## src/rtl/mft_pkg.sv

```systemverilog
// Shared types and constants for the motor feedback multiturn tracker.
package mft_pkg;

  // Default width of the turn counter
  localparam int TURN_BITS_DEF = 32;

  // Port widths
  localparam int IN_W       = 48;
  localparam int OUT_W      = 176;
  localparam int CFG_IDX_W  = 2;
  localparam int CFG_DATA_W = 20;

  // Arithmetic constants
  localparam logic [19:0] LPF_COEF    = 20'd3873;
  localparam logic [19:0] RADPS_Q20   = 20'd109805;
  localparam logic [20:0] SPEED_LIMIT = 21'd878500;

  // Register indexes
  typedef enum logic [CFG_IDX_W-1:0] {
    CFG_DIR,
    CFG_ZERO,
    CFG_INV,
    CFG_TGAIN
  } cfg_idx_t;

  // Operand selection for the shared multiplier
  typedef enum logic [1:0] {
    MUL_FILT,
    MUL_SPD1,
    MUL_SPD2,
    MUL_TORQ
  } mul_sel_t;

  // Sequencer states
  typedef enum logic [2:0] {
    ST_IDLE,
    ST_FILT,
    ST_SPD1,
    ST_SPD2,
    ST_TORQ,
    ST_DONE
  } state_t;

  // Commands from the sequencer to the datapath
  typedef struct packed {
    logic     take;
    logic     mul_en;
    mul_sel_t mul_sel;
    logic     filt_take;
    logic     speed_take;
    logic     out_load;
  } mft_cmd_t;

  // Status from the datapath to the sequencer
  typedef struct packed {
    logic is_cal;
    logic out_busy;
  } mft_sts_t;

endpackage

```

## src/rtl/mft_ctrl.sv

```systemverilog
// Sequencer for the motor feedback multiturn tracker.
module mft_ctrl (
  input  logic               clk,
  input  logic               rst,
  input  logic               s_tvalid,
  output logic               s_tready,
  input  mft_pkg::mft_sts_t  sts,
  output mft_pkg::mft_cmd_t  cmd
);
  import mft_pkg::*;

  state_t state;
  state_t state_next;

  // Hold the state
  always_ff @(posedge clk) begin
    if (rst) begin
      state <= ST_IDLE;
    end else begin
      state <= state_next;
    end
  end

  // Step through the multiplier passes
  always_comb begin
    state_next     = state;
    cmd            = '0;
    cmd.mul_sel    = MUL_FILT;
    s_tready       = 1'b0;
    unique case (state)
      ST_IDLE: begin
        s_tready = 1'b1;
        if (s_tvalid) begin
          cmd.take = 1'b1;
          if (!sts.is_cal) begin
            state_next = ST_FILT;
          end
        end
      end
      ST_FILT: begin
        cmd.mul_en  = 1'b1;
        cmd.mul_sel = MUL_FILT;
        state_next  = ST_SPD1;
      end
      ST_SPD1: begin
        cmd.filt_take = 1'b1;
        cmd.mul_en    = 1'b1;
        cmd.mul_sel   = MUL_SPD1;
        state_next    = ST_SPD2;
      end
      ST_SPD2: begin
        cmd.mul_en  = 1'b1;
        cmd.mul_sel = MUL_SPD2;
        state_next  = ST_TORQ;
      end
      ST_TORQ: begin
        cmd.speed_take = 1'b1;
        cmd.mul_en     = 1'b1;
        cmd.mul_sel    = MUL_TORQ;
        state_next     = ST_DONE;
      end
      ST_DONE: begin
        if (!sts.out_busy) begin
          cmd.out_load = 1'b1;
          state_next   = ST_IDLE;
        end
      end
      default: begin
        state_next = ST_IDLE;
      end
    endcase
  end

endmodule

```

## src/rtl/mft_dpath.sv

```systemverilog
// Datapath for the motor feedback multiturn tracker: registers, multiplier, output word.
module mft_dpath #(
  parameter int TURN_BITS = mft_pkg::TURN_BITS_DEF
) (
  input  logic                            clk,
  input  logic                            rst,
  input  mft_pkg::mft_cmd_t               cmd,
  output mft_pkg::mft_sts_t               sts,
  input  logic [mft_pkg::IN_W-1:0]        s_tdata,
  input  logic                            s_tuser,
  output logic                            m_tvalid,
  input  logic                            m_tready,
  output logic [mft_pkg::OUT_W-1:0]       m_tdata,
  input  logic                            wr_en,
  input  logic [mft_pkg::CFG_IDX_W-1:0]   wr_index,
  input  logic [mft_pkg::CFG_DATA_W-1:0]  wr_data
);
  import mft_pkg::*;

  // Configuration registers
  logic        dir;
  logic [12:0] zero;
  logic [16:0] inv;
  logic [19:0] tgain;

  // Tracker state
  logic                        seen_first;
  logic signed [15:0]          last_rpm;
  logic [12:0]                 prev_angle;
  logic signed [TURN_BITS-1:0] turn_count;
  logic [12:0]                 start_offset;
  logic signed [20:0]          held_speed;

  // Word held for the current item
  logic signed [15:0] v_q;
  logic [12:0]        ang_q;
  logic signed [15:0] cur_q;
  logic signed [15:0] filt_q;

  // Multiplier
  logic [31:0] mul_a;
  logic [19:0] mul_b;
  logic        mul_neg;
  logic [51:0] prod;
  logic        prod_neg;

  // Input decode
  logic [12:0]        angle_in;
  logic signed [15:0] speed_in;
  logic signed [15:0] current_in;
  logic [12:0]        ang_adj;
  logic signed [15:0] v_adj;

  // Operand magnitudes
  logic signed [16:0] diff;
  logic [16:0]        diff_abs;
  logic [16:0]        v_abs;
  logic signed [18:0] amps;
  logic [18:0]        amps_abs;

  // Result arithmetic
  logic signed [33:0] filt_prod;
  logic signed [33:0] filt_num;
  logic signed [33:0] filt_adj;
  logic [48:0]        spd_sum;
  logic [20:0]        spd_mag;
  logic [20:0]        spd_sat;
  logic signed [20:0] spd_val;
  logic [38:0]        tq_sum;
  logic [22:0]        tq_mag;
  logic signed [22:0] tq_val;
  logic signed [14:0] adiff;
  logic signed [TURN_BITS-1:0] tc_next;
  logic signed [14:0] wrap_raw;
  logic signed [14:0] wrap_fix;
  logic signed [13:0] wrap_val;
  logic [13:0]        wrap_abs;
  logic [18:0]        deg_sum;
  logic [16:0]        deg_mag;
  logic signed [16:0] deg_val;
  logic signed [31:0] turns32;
  logic [31:0]        total;

  // Output registers
  logic signed [15:0] o_filt;
  logic signed [20:0] o_speed;
  logic signed [18:0] o_amps;
  logic signed [22:0] o_torque;
  logic signed [13:0] o_wrap;
  logic signed [16:0] o_deg;
  logic [31:0]        o_total;
  logic signed [31:0] o_turns;

  // Take configuration writes
  always_ff @(posedge clk) begin
    if (rst) begin
      dir   <= 1'b0;
      zero  <= '0;
      inv   <= '0;
      tgain <= '0;
    end else if (wr_en) begin
      unique case (cfg_idx_t'(wr_index))
        CFG_DIR:   dir   <= wr_data[0];
        CFG_ZERO:  zero  <= wr_data[12:0];
        CFG_INV:   inv   <= wr_data[16:0];
        CFG_TGAIN: tgain <= wr_data[19:0];
        default:   dir   <= dir;
      endcase
    end
  end

  // Unpack the input word and apply direction
  always_comb begin
    angle_in   = s_tdata[12:0];
    speed_in   = $signed(s_tdata[28:13]);
    current_in = $signed(s_tdata[44:29]);
    ang_adj    = dir ? ~angle_in : angle_in;
    if (!dir) begin
      v_adj = speed_in;
    end else if (speed_in == 16'sh8000) begin
      v_adj = 16'sh7fff;
    end else begin
      v_adj = -speed_in;
    end
  end

  assign sts.is_cal   = s_tuser;
  assign sts.out_busy = m_tvalid & ~m_tready;

  // Magnitudes and signs for the multiplier passes
  always_comb begin
    diff     = 17'(v_q) - 17'(last_rpm);
    diff_abs = diff[16] ? 17'(-diff) : 17'(diff);
    v_abs    = v_q[15] ? 17'(-17'(v_q)) : 17'(v_q);
    amps     = (19'(cur_q) <<< 2) + 19'(cur_q);
    amps_abs = amps[18] ? 19'(-amps) : 19'(amps);
  end

  // Select multiplier operands
  always_comb begin
    unique case (cmd.mul_sel)
      MUL_FILT: begin
        mul_a   = 32'(diff_abs);
        mul_b   = LPF_COEF;
        mul_neg = diff[16];
      end
      MUL_SPD1: begin
        mul_a   = 32'(v_abs);
        mul_b   = 20'(inv);
        mul_neg = v_q[15];
      end
      MUL_SPD2: begin
        mul_a   = prod[31:0];
        mul_b   = RADPS_Q20;
        mul_neg = v_q[15];
      end
      MUL_TORQ: begin
        mul_a   = 32'(amps_abs);
        mul_b   = tgain;
        mul_neg = amps[18];
      end
      default: begin
        mul_a   = '0;
        mul_b   = '0;
        mul_neg = 1'b0;
      end
    endcase
  end

  // Shared multiplier with registered product
  always_ff @(posedge clk) begin
    if (cmd.mul_en) begin
      prod     <= 52'(mul_a) * 52'(mul_b);
      prod_neg <= mul_neg;
    end
  end

  // Filter: last*65536 + 3873*(v - last), truncated toward zero
  always_comb begin
    filt_prod = prod_neg ? -$signed({2'b00, prod[31:0]}) : $signed({2'b00, prod[31:0]});
    filt_num  = $signed({{2{last_rpm[15]}}, last_rpm, 16'h0000}) + filt_prod;
    filt_adj  = filt_num[33] ? filt_num + 34'sd65535 : filt_num;
  end

  // Output speed: round, saturate, restore sign
  always_comb begin
    spd_sum = {1'b0, prod[47:0]} + 49'h0000_0800_0000;
    spd_mag = spd_sum[48:28];
    spd_sat = (spd_mag > SPEED_LIMIT) ? SPEED_LIMIT : spd_mag;
    spd_val = prod_neg ? -$signed(spd_sat) : $signed(spd_sat);
  end

  // Torque: round and restore sign
  always_comb begin
    tq_sum = {1'b0, prod[37:0]} + 39'h00_0000_8000;
    tq_mag = tq_sum[38:16];
    tq_val = prod_neg ? -$signed(tq_mag) : $signed(tq_mag);
  end

  // Turn count, wrapped angle, degrees and total angle
  always_comb begin
    adiff = $signed({2'b00, ang_q}) - $signed({2'b00, prev_angle});
    if (adiff > 15'sd4096) begin
      tc_next = turn_count - TURN_BITS'(1);
    end else if (adiff < -15'sd4096) begin
      tc_next = turn_count + TURN_BITS'(1);
    end else begin
      tc_next = turn_count;
    end
    wrap_raw = $signed({2'b00, ang_q}) - $signed({2'b00, zero});
    if (wrap_raw > 15'sd4096) begin
      wrap_fix = wrap_raw - 15'sd8192;
    end else if (wrap_raw < -15'sd4095) begin
      wrap_fix = wrap_raw + 15'sd8192;
    end else begin
      wrap_fix = wrap_raw;
    end
    wrap_val = wrap_fix[13:0];
    wrap_abs = wrap_val[13] ? 14'(-wrap_val) : 14'(wrap_val);
    deg_sum  = 19'(wrap_abs) * 19'd45 + 19'd2;
    deg_mag  = deg_sum[18:2];
    deg_val  = wrap_val[13] ? -$signed(deg_mag) : $signed(deg_mag);
    turns32  = 32'(tc_next);
    total    = {turns32[18:0], 13'h0000} + 32'(ang_q) - 32'(start_offset);
  end

  // Update tracker state
  always_ff @(posedge clk) begin
    if (rst) begin
      seen_first   <= 1'b0;
      last_rpm     <= '0;
      prev_angle   <= '0;
      turn_count   <= '0;
      start_offset <= '0;
      held_speed   <= '0;
    end else begin
      if (cmd.take) begin
        if (s_tuser) begin
          start_offset <= angle_in;
          prev_angle   <= angle_in;
        end else if (!seen_first) begin
          seen_first <= 1'b1;
          last_rpm   <= v_adj;
        end
      end
      if (cmd.speed_take && (inv != '0)) begin
        held_speed <= spd_val;
      end
      if (cmd.out_load) begin
        turn_count <= tc_next;
        prev_angle <= ang_q;
        last_rpm   <= filt_q;
      end
    end
  end

  // Capture the item and intermediate results
  always_ff @(posedge clk) begin
    if (cmd.take) begin
      v_q   <= v_adj;
      ang_q <= ang_adj;
      cur_q <= current_in;
    end
    if (cmd.filt_take) begin
      filt_q <= filt_adj[31:16];
    end
  end

  // Load the output word
  always_ff @(posedge clk) begin
    if (cmd.out_load) begin
      o_filt   <= filt_q;
      o_speed  <= held_speed;
      o_amps   <= amps;
      o_torque <= tq_val;
      o_wrap   <= wrap_val;
      o_deg    <= deg_val;
      o_total  <= total;
      o_turns  <= turns32;
    end
  end

  // Hold the result until taken
  always_ff @(posedge clk) begin
    if (rst) begin
      m_tvalid <= 1'b0;
    end else if (cmd.out_load) begin
      m_tvalid <= 1'b1;
    end else if (m_tready) begin
      m_tvalid <= 1'b0;
    end
  end

  assign m_tdata = {2'b00, o_turns, o_total, o_deg, o_wrap, o_torque, o_amps, o_speed, o_filt};

endmodule

```

## src/rtl/motor_feedback_multiturn_tracker.sv

```systemverilog
// Top level of the motor feedback multiturn tracker.
// Input channel s_*: one word per feedback frame or calibrate request. tuser = 1
// calibrates: the raw angle becomes the start offset and the last angle, and no
// result word follows. tuser = 0 is a feedback frame and gives one result word.
// Output channel m_*: filtered rpm, output shaft speed, current, torque, wrapped
// angle, angle in degrees, total angle and turn count.
// Configuration: wr_en with wr_index selects direction, zero offset, inverse
// ratio or torque gain; write only while no frame is in flight.
// Sequence: a frame taken in ST_IDLE runs ST_FILT, ST_SPD1, ST_SPD2, ST_TORQ and
// ST_DONE, the first four being the passes through the single shared 32x20
// multiplier (filter, two speed products, torque); ST_DONE loads the result.
// A new frame or calibrate word is taken only in ST_IDLE; calibrate stays there.
// The result sits in an output register, so the next frame is taken while it
// waits; if m_tready stays low, the following frame waits in its last step and
// s_tready stays low after it until the output register frees.
// Reset (rst, synchronous) clears registers, turn count, filter and offsets.
module motor_feedback_multiturn_tracker #(
  parameter int TURN_BITS = mft_pkg::TURN_BITS_DEF
) (
  input  logic                            clk,
  input  logic                            rst,
  input  logic                            s_tvalid,
  output logic                            s_tready,
  // angle_raw[12:0], speed_raw[28:13], current_raw[44:29], zero fill
  input  logic [mft_pkg::IN_W-1:0]        s_tdata,
  // action
  input  logic                            s_tuser,
  output logic                            m_tvalid,
  input  logic                            m_tready,
  // filtered_rpm[15:0], output_speed[36:16], current_amps[55:37], torque[78:56],
  // wrapped_angle[92:79], angle_degrees[109:93], multiturn_angle[141:110],
  // turns[173:142], zero fill
  output logic [mft_pkg::OUT_W-1:0]       m_tdata,
  input  logic                            wr_en,
  input  logic [mft_pkg::CFG_IDX_W-1:0]   wr_index,
  input  logic [mft_pkg::CFG_DATA_W-1:0]  wr_data
);
  import mft_pkg::*;

  mft_cmd_t cmd;
  mft_sts_t sts;

  mft_ctrl u_ctrl (
    .clk      (clk),
    .rst      (rst),
    .s_tvalid (s_tvalid),
    .s_tready (s_tready),
    .sts      (sts),
    .cmd      (cmd)
  );

  mft_dpath #(
    .TURN_BITS (TURN_BITS)
  ) u_dpath (
    .clk      (clk),
    .rst      (rst),
    .cmd      (cmd),
    .sts      (sts),
    .s_tdata  (s_tdata),
    .s_tuser  (s_tuser),
    .m_tvalid (m_tvalid),
    .m_tready (m_tready),
    .m_tdata  (m_tdata),
    .wr_en    (wr_en),
    .wr_index (wr_index),
    .wr_data  (wr_data)
  );

endmodule
```

## config.mk

```make
export PLATFORM = sky130hd
export DESIGN_NAME = motor_feedback_multiturn_tracker
export DESIGN_NICKNAME = d
export VERILOG_FILES = /design/src/rtl/mft_pkg.sv /design/src/rtl/mft_ctrl.sv /design/src/rtl/mft_dpath.sv /design/src/rtl/motor_feedback_multiturn_tracker.sv
export SDC_FILE = /design/constraint.sdc
export NUM_CORES = 2
export LEC_CHECK = 0
export ABC_AREA = 1
export BUFFER_PORTS_ARGS = -buffer_cell sky130_fd_sc_hd__buf_2
export CAP_MARGIN = 5
export CORE_MARGIN = 2
export CORE_UTILIZATION = 50
export DETAILED_ROUTE_END_ITERATION = 6
export HOLD_SLACK_MARGIN = 0.06
export PLACE_DENSITY = 0.69
export SLEW_MARGIN = 20
export SYNTH_ARGS = -nofsm -noshare
export SYNTH_HDL_FRONTEND = slang
export SYNTH_SLANG_ARGS = --single-unit
```

## constraint.sdc

```tcl
create_clock -name clk -period 11.3 [get_ports clk]
set_input_delay 0.565 -clock clk [delete_from_list [all_inputs] [get_ports clk]]
set_output_delay 0.565 -clock clk [all_outputs]
set_load 0.01 [all_outputs]
```

# ---- Yosys cells after proc, flatten, opt, wreduce, memory -nomap -nowiden
# Cells that the tools add are included.
dict set report classes {
  div 0
  n_reduce_logical 18
  n_eq_ne 17
  add_sub_neg 24
  bitwise 4
  shifts 0
  muxes 41
  multipliers 2
  order_cmp 5
}
# cell count
set ops {}
lappend ops {{32-bit one-hot mux with 4 select lines} 1}
lappend ops {{16-bit two-way mux} 6}
lappend ops {{32-bit two-way mux} 3}
lappend ops {{20-bit one-hot mux with 4 select lines} 1}
lappend ops {{13-bit two-way mux} 4}
lappend ops {{17-bit two-way mux} 3}
lappend ops {{48-bit by 28-bit adder with 49-bit output, second input constant} 1}
lappend ops {{32-bit by 20-bit multiplier with 48-bit output} 1}
lappend ops {{14-bit two-way mux} 3}
lappend ops {{21-bit two-way mux} 2}
lappend ops {{38-bit by 16-bit adder with 39-bit output, second input constant} 1}
lappend ops {{32-bit by 34-bit adder with 34-bit output} 1}
lappend ops {{34-bit two-way mux} 1}
lappend ops {{17-bit negator} 2}
lappend ops {{32-bit negator with 34-bit output} 1}
lappend ops {{32-bit by 13-bit adder with 32-bit output} 1}
lappend ops {{32-bit by 17-bit adder with 32-bit output, second input constant} 1}
lappend ops {{32-bit by 2-bit adder with 32-bit output, second input constant} 1}
lappend ops {{32-bit by 13-bit subtractor with 32-bit output} 1}
lappend ops {{32-bit by 2-bit subtractor with 32-bit output, second input constant} 1}
lappend ops {{13-bit by 13-bit subtractor with 14-bit output} 2}
lappend ops {{23-bit two-way mux} 1}
lappend ops {{23-bit negator} 1}
lappend ops {{21-bit by 20-bit > comparator with 1-bit output, second input constant} 1}
lappend ops {{40 further kinds} 70}
dict set report word_totals {
  reg_bits 435
  romBits 0
  latch_bits 0
  out_inout_bits 178
  memories 0
  ramBits 0
  inputBits 76
}

# ---- Logic depth before layout (Yosys ltp)
dict set report depth {
  word_depth 10
  ltp_mapped 51
}

# ---- By module
# A second synthesis with hierarchy kept.
dict set report unflattened {
  cells_unflattened 6324
  hier_area_um2 49333.6
}
# mod seq_area_each_um2 n_inst area_per_inst_um2 cells_per_inst
set modules_own_cells {}
lappend modules_own_cells {mft_dpath 11491.0 1 49143.4 6292}
lappend modules_own_cells {mft_ctrl 60.1 1 190.2 32}

# ---- Worst setup path after synthesis
# Ideal clock, no wire load.
dict set report synth_path {
  path_type {reg-to-reg}
  start {reg u_ctrl.state[2]}
  end {reg u_dpath.prod[45] (data pin)}
  stages_incl_launch_ff 40
  setup_time_ps 262
  path_slack_ps 2305
  synth_period_minus_slack_ps 8995
  t_arrival_ps 8732
  path_cell_list {dfxtp_1 inv_1 nand2_1 nor2_1 inv_1 nand2_1 ha_1 clkbuf_1 inv_1 clkbuf_1 o22ai_1 nand2_1 inv_1 clkbuf_1 nand2_1 fa_1 inv_1 fa_1 [4 not listed] fa_1 fa_1 inv_1 fa_1 inv_1 ha_1 a21oi_1 o21ai_0 a21oi_1 nand2_1 a21oi_1 inv_1 a21oi_1 o21ai_0 nand3_1 nand2_1 a21oi_1 xor2_1}
}
dict set report synth_via {
  elab_chain_len 5
}
# element line
set synth_lines {}
lappend synth_lines {{start: declaration} mft_ctrl.sv:12} ;# state_t state;
lappend synth_lines {{start signal: assignment} mft_ctrl.sv:20} ;# state <= state_next;
lappend synth_lines {{3-bit equality test, or another cell as far along} mft_ctrl.sv:30} ;# unique case (state)
lappend synth_lines {{3-bit one-hot mux with 4 select lines *} mft_ctrl.sv:30}
lappend synth_lines {{2-bit equality test, or another cell as far along} mft_dpath.sv:141} ;# unique case (cmd.mul_sel)
lappend synth_lines {{32-bit one-hot mux with 4 select lines / 20-bit one-hot mux with 4 select lines (equally long branches)} mft_dpath.sv:141}
lappend synth_lines {{32-bit by 20-bit multiplier with 48-bit output *} mft_dpath.sv:173} ;# prod <= 52'(mul_a) * 52'(mul_b);
lappend synth_lines {{end signal: assignment} mft_dpath.sv:173}
lappend synth_lines {{end: declaration} mft_dpath.sv:44} ;# logic [51:0] prod;
# Mark *: on every way between the ends. The rest lies on a longest branch, timed or not.
# A chain may end at the register's enable or synchronous reset.

# ---- Worst setup path after layout
dict set report layout_path {
  start {reg u_dpath.cur_q[0]}
  end {reg u_dpath.prod[45] (data pin)}
}
dict set report layout_via {
  elab_chain_len 5
}
# element line
set layout_lines {}
lappend layout_lines {{start: declaration} mft_dpath.sv:37} ;# logic signed [15:0] cur_q;
lappend layout_lines {{start signal: assignment} mft_dpath.sv:262} ;# cur_q <= current_in;
lappend layout_lines {{18-bit by 16-bit adder with 19-bit output *} mft_dpath.sv:135} ;# amps = (19'(cur_q) <<< 2) + 19'(cur_q);
lappend layout_lines {{net u_dpath.amps[8]} mft_dpath.sv:58} ;# logic signed [18:0] amps;
lappend layout_lines {{19-bit negator} mft_dpath.sv:136} ;# amps_abs = amps[18] ? 19'(-amps) : 19'(amps);
lappend layout_lines {{19-bit two-way mux *} mft_dpath.sv:136}
lappend layout_lines {{32-bit one-hot mux with 4 select lines *} mft_dpath.sv:141}
lappend layout_lines {{32-bit by 20-bit multiplier with 48-bit output *} mft_dpath.sv:173}
# Mark *: on every way through the listed nets, which the timed path passes. The rest lies on a longest branch.

==> metrics <==
outcome=complete, no violations; Warnings, synthesis=0; worst-margin pin slew=1120 ps; kind of path behind the tightest hold check=in2reg; drt drc=0; Final #Nets=7,242; vias in the first global route=40,400; Root Driver=clkbuf_16; Inserted Diodes=0; post-route ant nets=0; CP delay by family, top=adder cells; worst r2r path cells=42; antenna violations before repair=1; max-cap violations=0; io pins=254; post-CTS sizing=0; Rel. slew slack=24.7%; synthesized flop and latch total=435; RSZ-0062 raised after global routing=no; Levels on crit path=42; row count=114; CTS HTree Levels=2; Area Growth Syn to Fin=8.40%; Clock Latency Late Sink=600 ps; Die Area=99,900 sq um; clk_skew=23.9 ps; Crit-path slowest cell=inv_1; Synth cell types=62; die width=316 microns; CP arrival=10,820 ps; count of final hold-check violations=0; Overflow after GRT=0; TritonCTS clock tree=done; GP Congestion=0.975; Max clock buf depth=3; DP Wirelength=107 mm; clk slew on worst S/H paths=60 ps; drt pass-1 iters=6; min cycle time layout=10,490 ps; number of synthesized flops with an enable pin=284; final setup TNS=0 ps; Final Slew Violations=0; asr flop ratio synth=0%; Vias/cell=5.30; Synth Flop Type=edfxtp_1; first-pass GRT wire length=213 mm; fin crit share=92.8%; Total Wirelength=133 mm; Seq/Total Area, Yosys=23.7%; Starting Density=50.4%; largest net degree at the start of global routing=101; count of final setup violators=0; drt wl/cell=17.4 microns; vias post-DR=40,500; Chip Height=316 microns; input/output buffers=248; Required @ worst endpoint=11,630 ps; hold depth=1; layout cells sized above 1=8.44%; global-route usage over all layers=27.0%; Placeable Area=96,600 sq um; Post-CTS Hold Buffers=0; slowest cell delay on critical path=630 ps; CP Capture Type=register; WS Path Type=reg2reg; Peak Freq=95.4 MHz; Cells after Synth=6,139; crit start category=register; Cell Area, Synth=48,700 sq um; First DRT Iteration DRCs=3,178; post-CTS setup buffers=0; syn avg cell area=7.94 sq um; clock sinks=435; crit path max fanout=13; WP buf/inv=8; TritonCTS buffer count=43
==> Yosys cell counts, types with 5 or more instances <==
cell type / n / area share [%]
a21o_1: 5 / 0.077
a21oi_1: 327 / 3.4
a21oi_2: 5 / 0.090
a31oi_1: 45 / 0.58
buf_1: 8 / 0.062
buf_2: 28 / 0.29
buf_4: 7 / 0.11
buf_6: 6 / 0.14
clkbuf_1: 125 / 0.96
clkinv_1: 17 / 0.13
dfxtp_1: 151 / 6.2
edfxtp_1: 284 / 18
fa_1: 559 / 23
ha_1: 280 / 7.2
inv_1: 1396 / 11
inv_2: 20 / 0.15
nand2_1: 1143 / 8.8
nand2_2: 28 / 0.36
nand2_4: 7 / 0.16
nand3_1: 253 / 2.6
nand3_2: 9 / 0.18
nand3b_1: 15 / 0.23
nand4_1: 43 / 0.55
nor2_1: 518 / 4.0
nor2_2: 26 / 0.33
nor2_4: 16 / 0.37
nor3_1: 76 / 0.78
nor3_2: 8 / 0.16
nor4_1: 16 / 0.21
o2111ai_1: 5 / 0.090
o211ai_1: 20 / 0.31
o21a_1: 9 / 0.14
o21ai_0: 242 / 2.5
o21ai_1: 26 / 0.27
o21ai_2: 5 / 0.090
o21bai_1: 16 / 0.25
o221ai_1: 12 / 0.22
o22ai_1: 5 / 0.064
or2_2: 12 / 0.15
xnor2_1: 80 / 1.4
xor2_1: 242 / 4.4
==> final timing paths <==
path                          from                  to  slack, ps
max               u_dpath.cur_q[0]    u_dpath.prod[45]        810
max reg2reg       u_dpath.cur_q[0]    u_dpath.prod[45]        810
min                    s_tdata[36]    u_dpath.cur_q[7]        150
min reg2reg  u_dpath.held_speed[1]  u_dpath.o_speed[1]        420
==> per-layer routing <==
metal	wire length (microns)	vias up	track usage, %
met3	10300	290	4.01
met5	14	-	0
met2	63300	1433	45.9
met1	54200	19500	34.9
li1	-	19300	-
met4	5400	2	10.3
==> per-stage QoR <==
step	cells	hold slack, ps	area, sq um	setup slack [ps]	utilization, %
final	7637	148	52800	814	54.7
after CTS	7637	127	52800	984	54.7
after global routing	7637	133	52800	136	54.7
after floorplan	6141	403	48700	2310	-
after global placement	7558	410	51300	1090	53.1
after detailed placement	7558	413	51300	983	53.1
==> flip-flops by register name, summed over array words and instances (netlist names), 14 cells and up <==
register,count
u_dpath.cur_q,16
u_dpath.filt_q,16
u_dpath.held_speed,21
u_dpath.inv,17
u_dpath.last_rpm,16
u_dpath.o_amps,19
u_dpath.o_deg,17
u_dpath.o_filt,16
u_dpath.o_speed,21
u_dpath.o_torque,23
u_dpath.o_total,32
u_dpath.o_turns,32
u_dpath.o_wrap,14
u_dpath.prod,48
u_dpath.tgain,20
u_dpath.turn_count,32
u_dpath.v_q,16
==> final cells by class <==
| class | count | area (sq um) |
|---|---|---|
| Clock buffer | 52 | 1180 |
| Timing Repair Buffer | 315 | 1750 |
| Fill cell | 8963 | 43800 |
| Clock inverter | 27 | 304 |
| Tap cell | 1276 | 1600 |
| Multi-Input combinational cell | 4099 | 31000 |
| Inverter | 1433 | 5380 |
| Sequential cell | 435 | 11600 |
==> kinds of logic (layout without fill, tap and decap cells) <==
logic type	after synthesis	after routing	synth area share [%]
and+or+nand+nor	2183	2183	19.1
buffers and inverters	1607	1827	12.6
adders and majority gates	839	839	30.2
AOI/OAI and AO/OA	746	746	8.42
DFF	435	435	23.7
xor gates and xnor gates	327	327	5.98
other	2	4	0.0154
==> placed cells by master, fill, tap and decap left out, drive strengths merged, types with 2 or more instances in the layout <==
| cell | Yosys | layout |
|---|---|---|
| a21oi | 332 | 332 |
| o211ai | 20 | 20 |
| xor2 | 247 | 247 |
| nor3b | 4 | 4 |
| clkbuf | 125 | 52 |
| or2 | 16 | 16 |
| dfxtp | 151 | 151 |
| a211oi | 3 | 3 |
| o2111ai | 5 | 5 |
| nor3 | 84 | 84 |
| edfxtp | 284 | 284 |
| o21ai | 273 | 273 |
| o31ai | 4 | 4 |
| fa | 559 | 559 |
| o311ai | 2 | 2 |
| ha | 280 | 280 |
| a31oi | 45 | 45 |
| a21boi | 9 | 9 |
| and3 | 2 | 2 |
| nor4 | 16 | 16 |
| inv | 1416 | 1421 |
| nand3 | 263 | 263 |
| conb | 2 | 4 |
| clkinvlp | 0 | 2 |
| a21o | 5 | 5 |
| nand3b | 15 | 15 |
| nor2 | 560 | 560 |
| o22ai | 5 | 5 |
| nand2 | 1178 | 1178 |
| o21bai | 16 | 16 |
| xnor2 | 80 | 80 |
| nand4 | 44 | 44 |
| bufinv | 0 | 5 |
| buf | 49 | 315 |
| o221ai | 12 | 12 |
| o21a | 9 | 9 |
| clkinv | 17 | 32 |
Power is left out: the tool's default activity adds up to more than one toggle a clock period on the data nets, which glitch-free logic cannot reach.
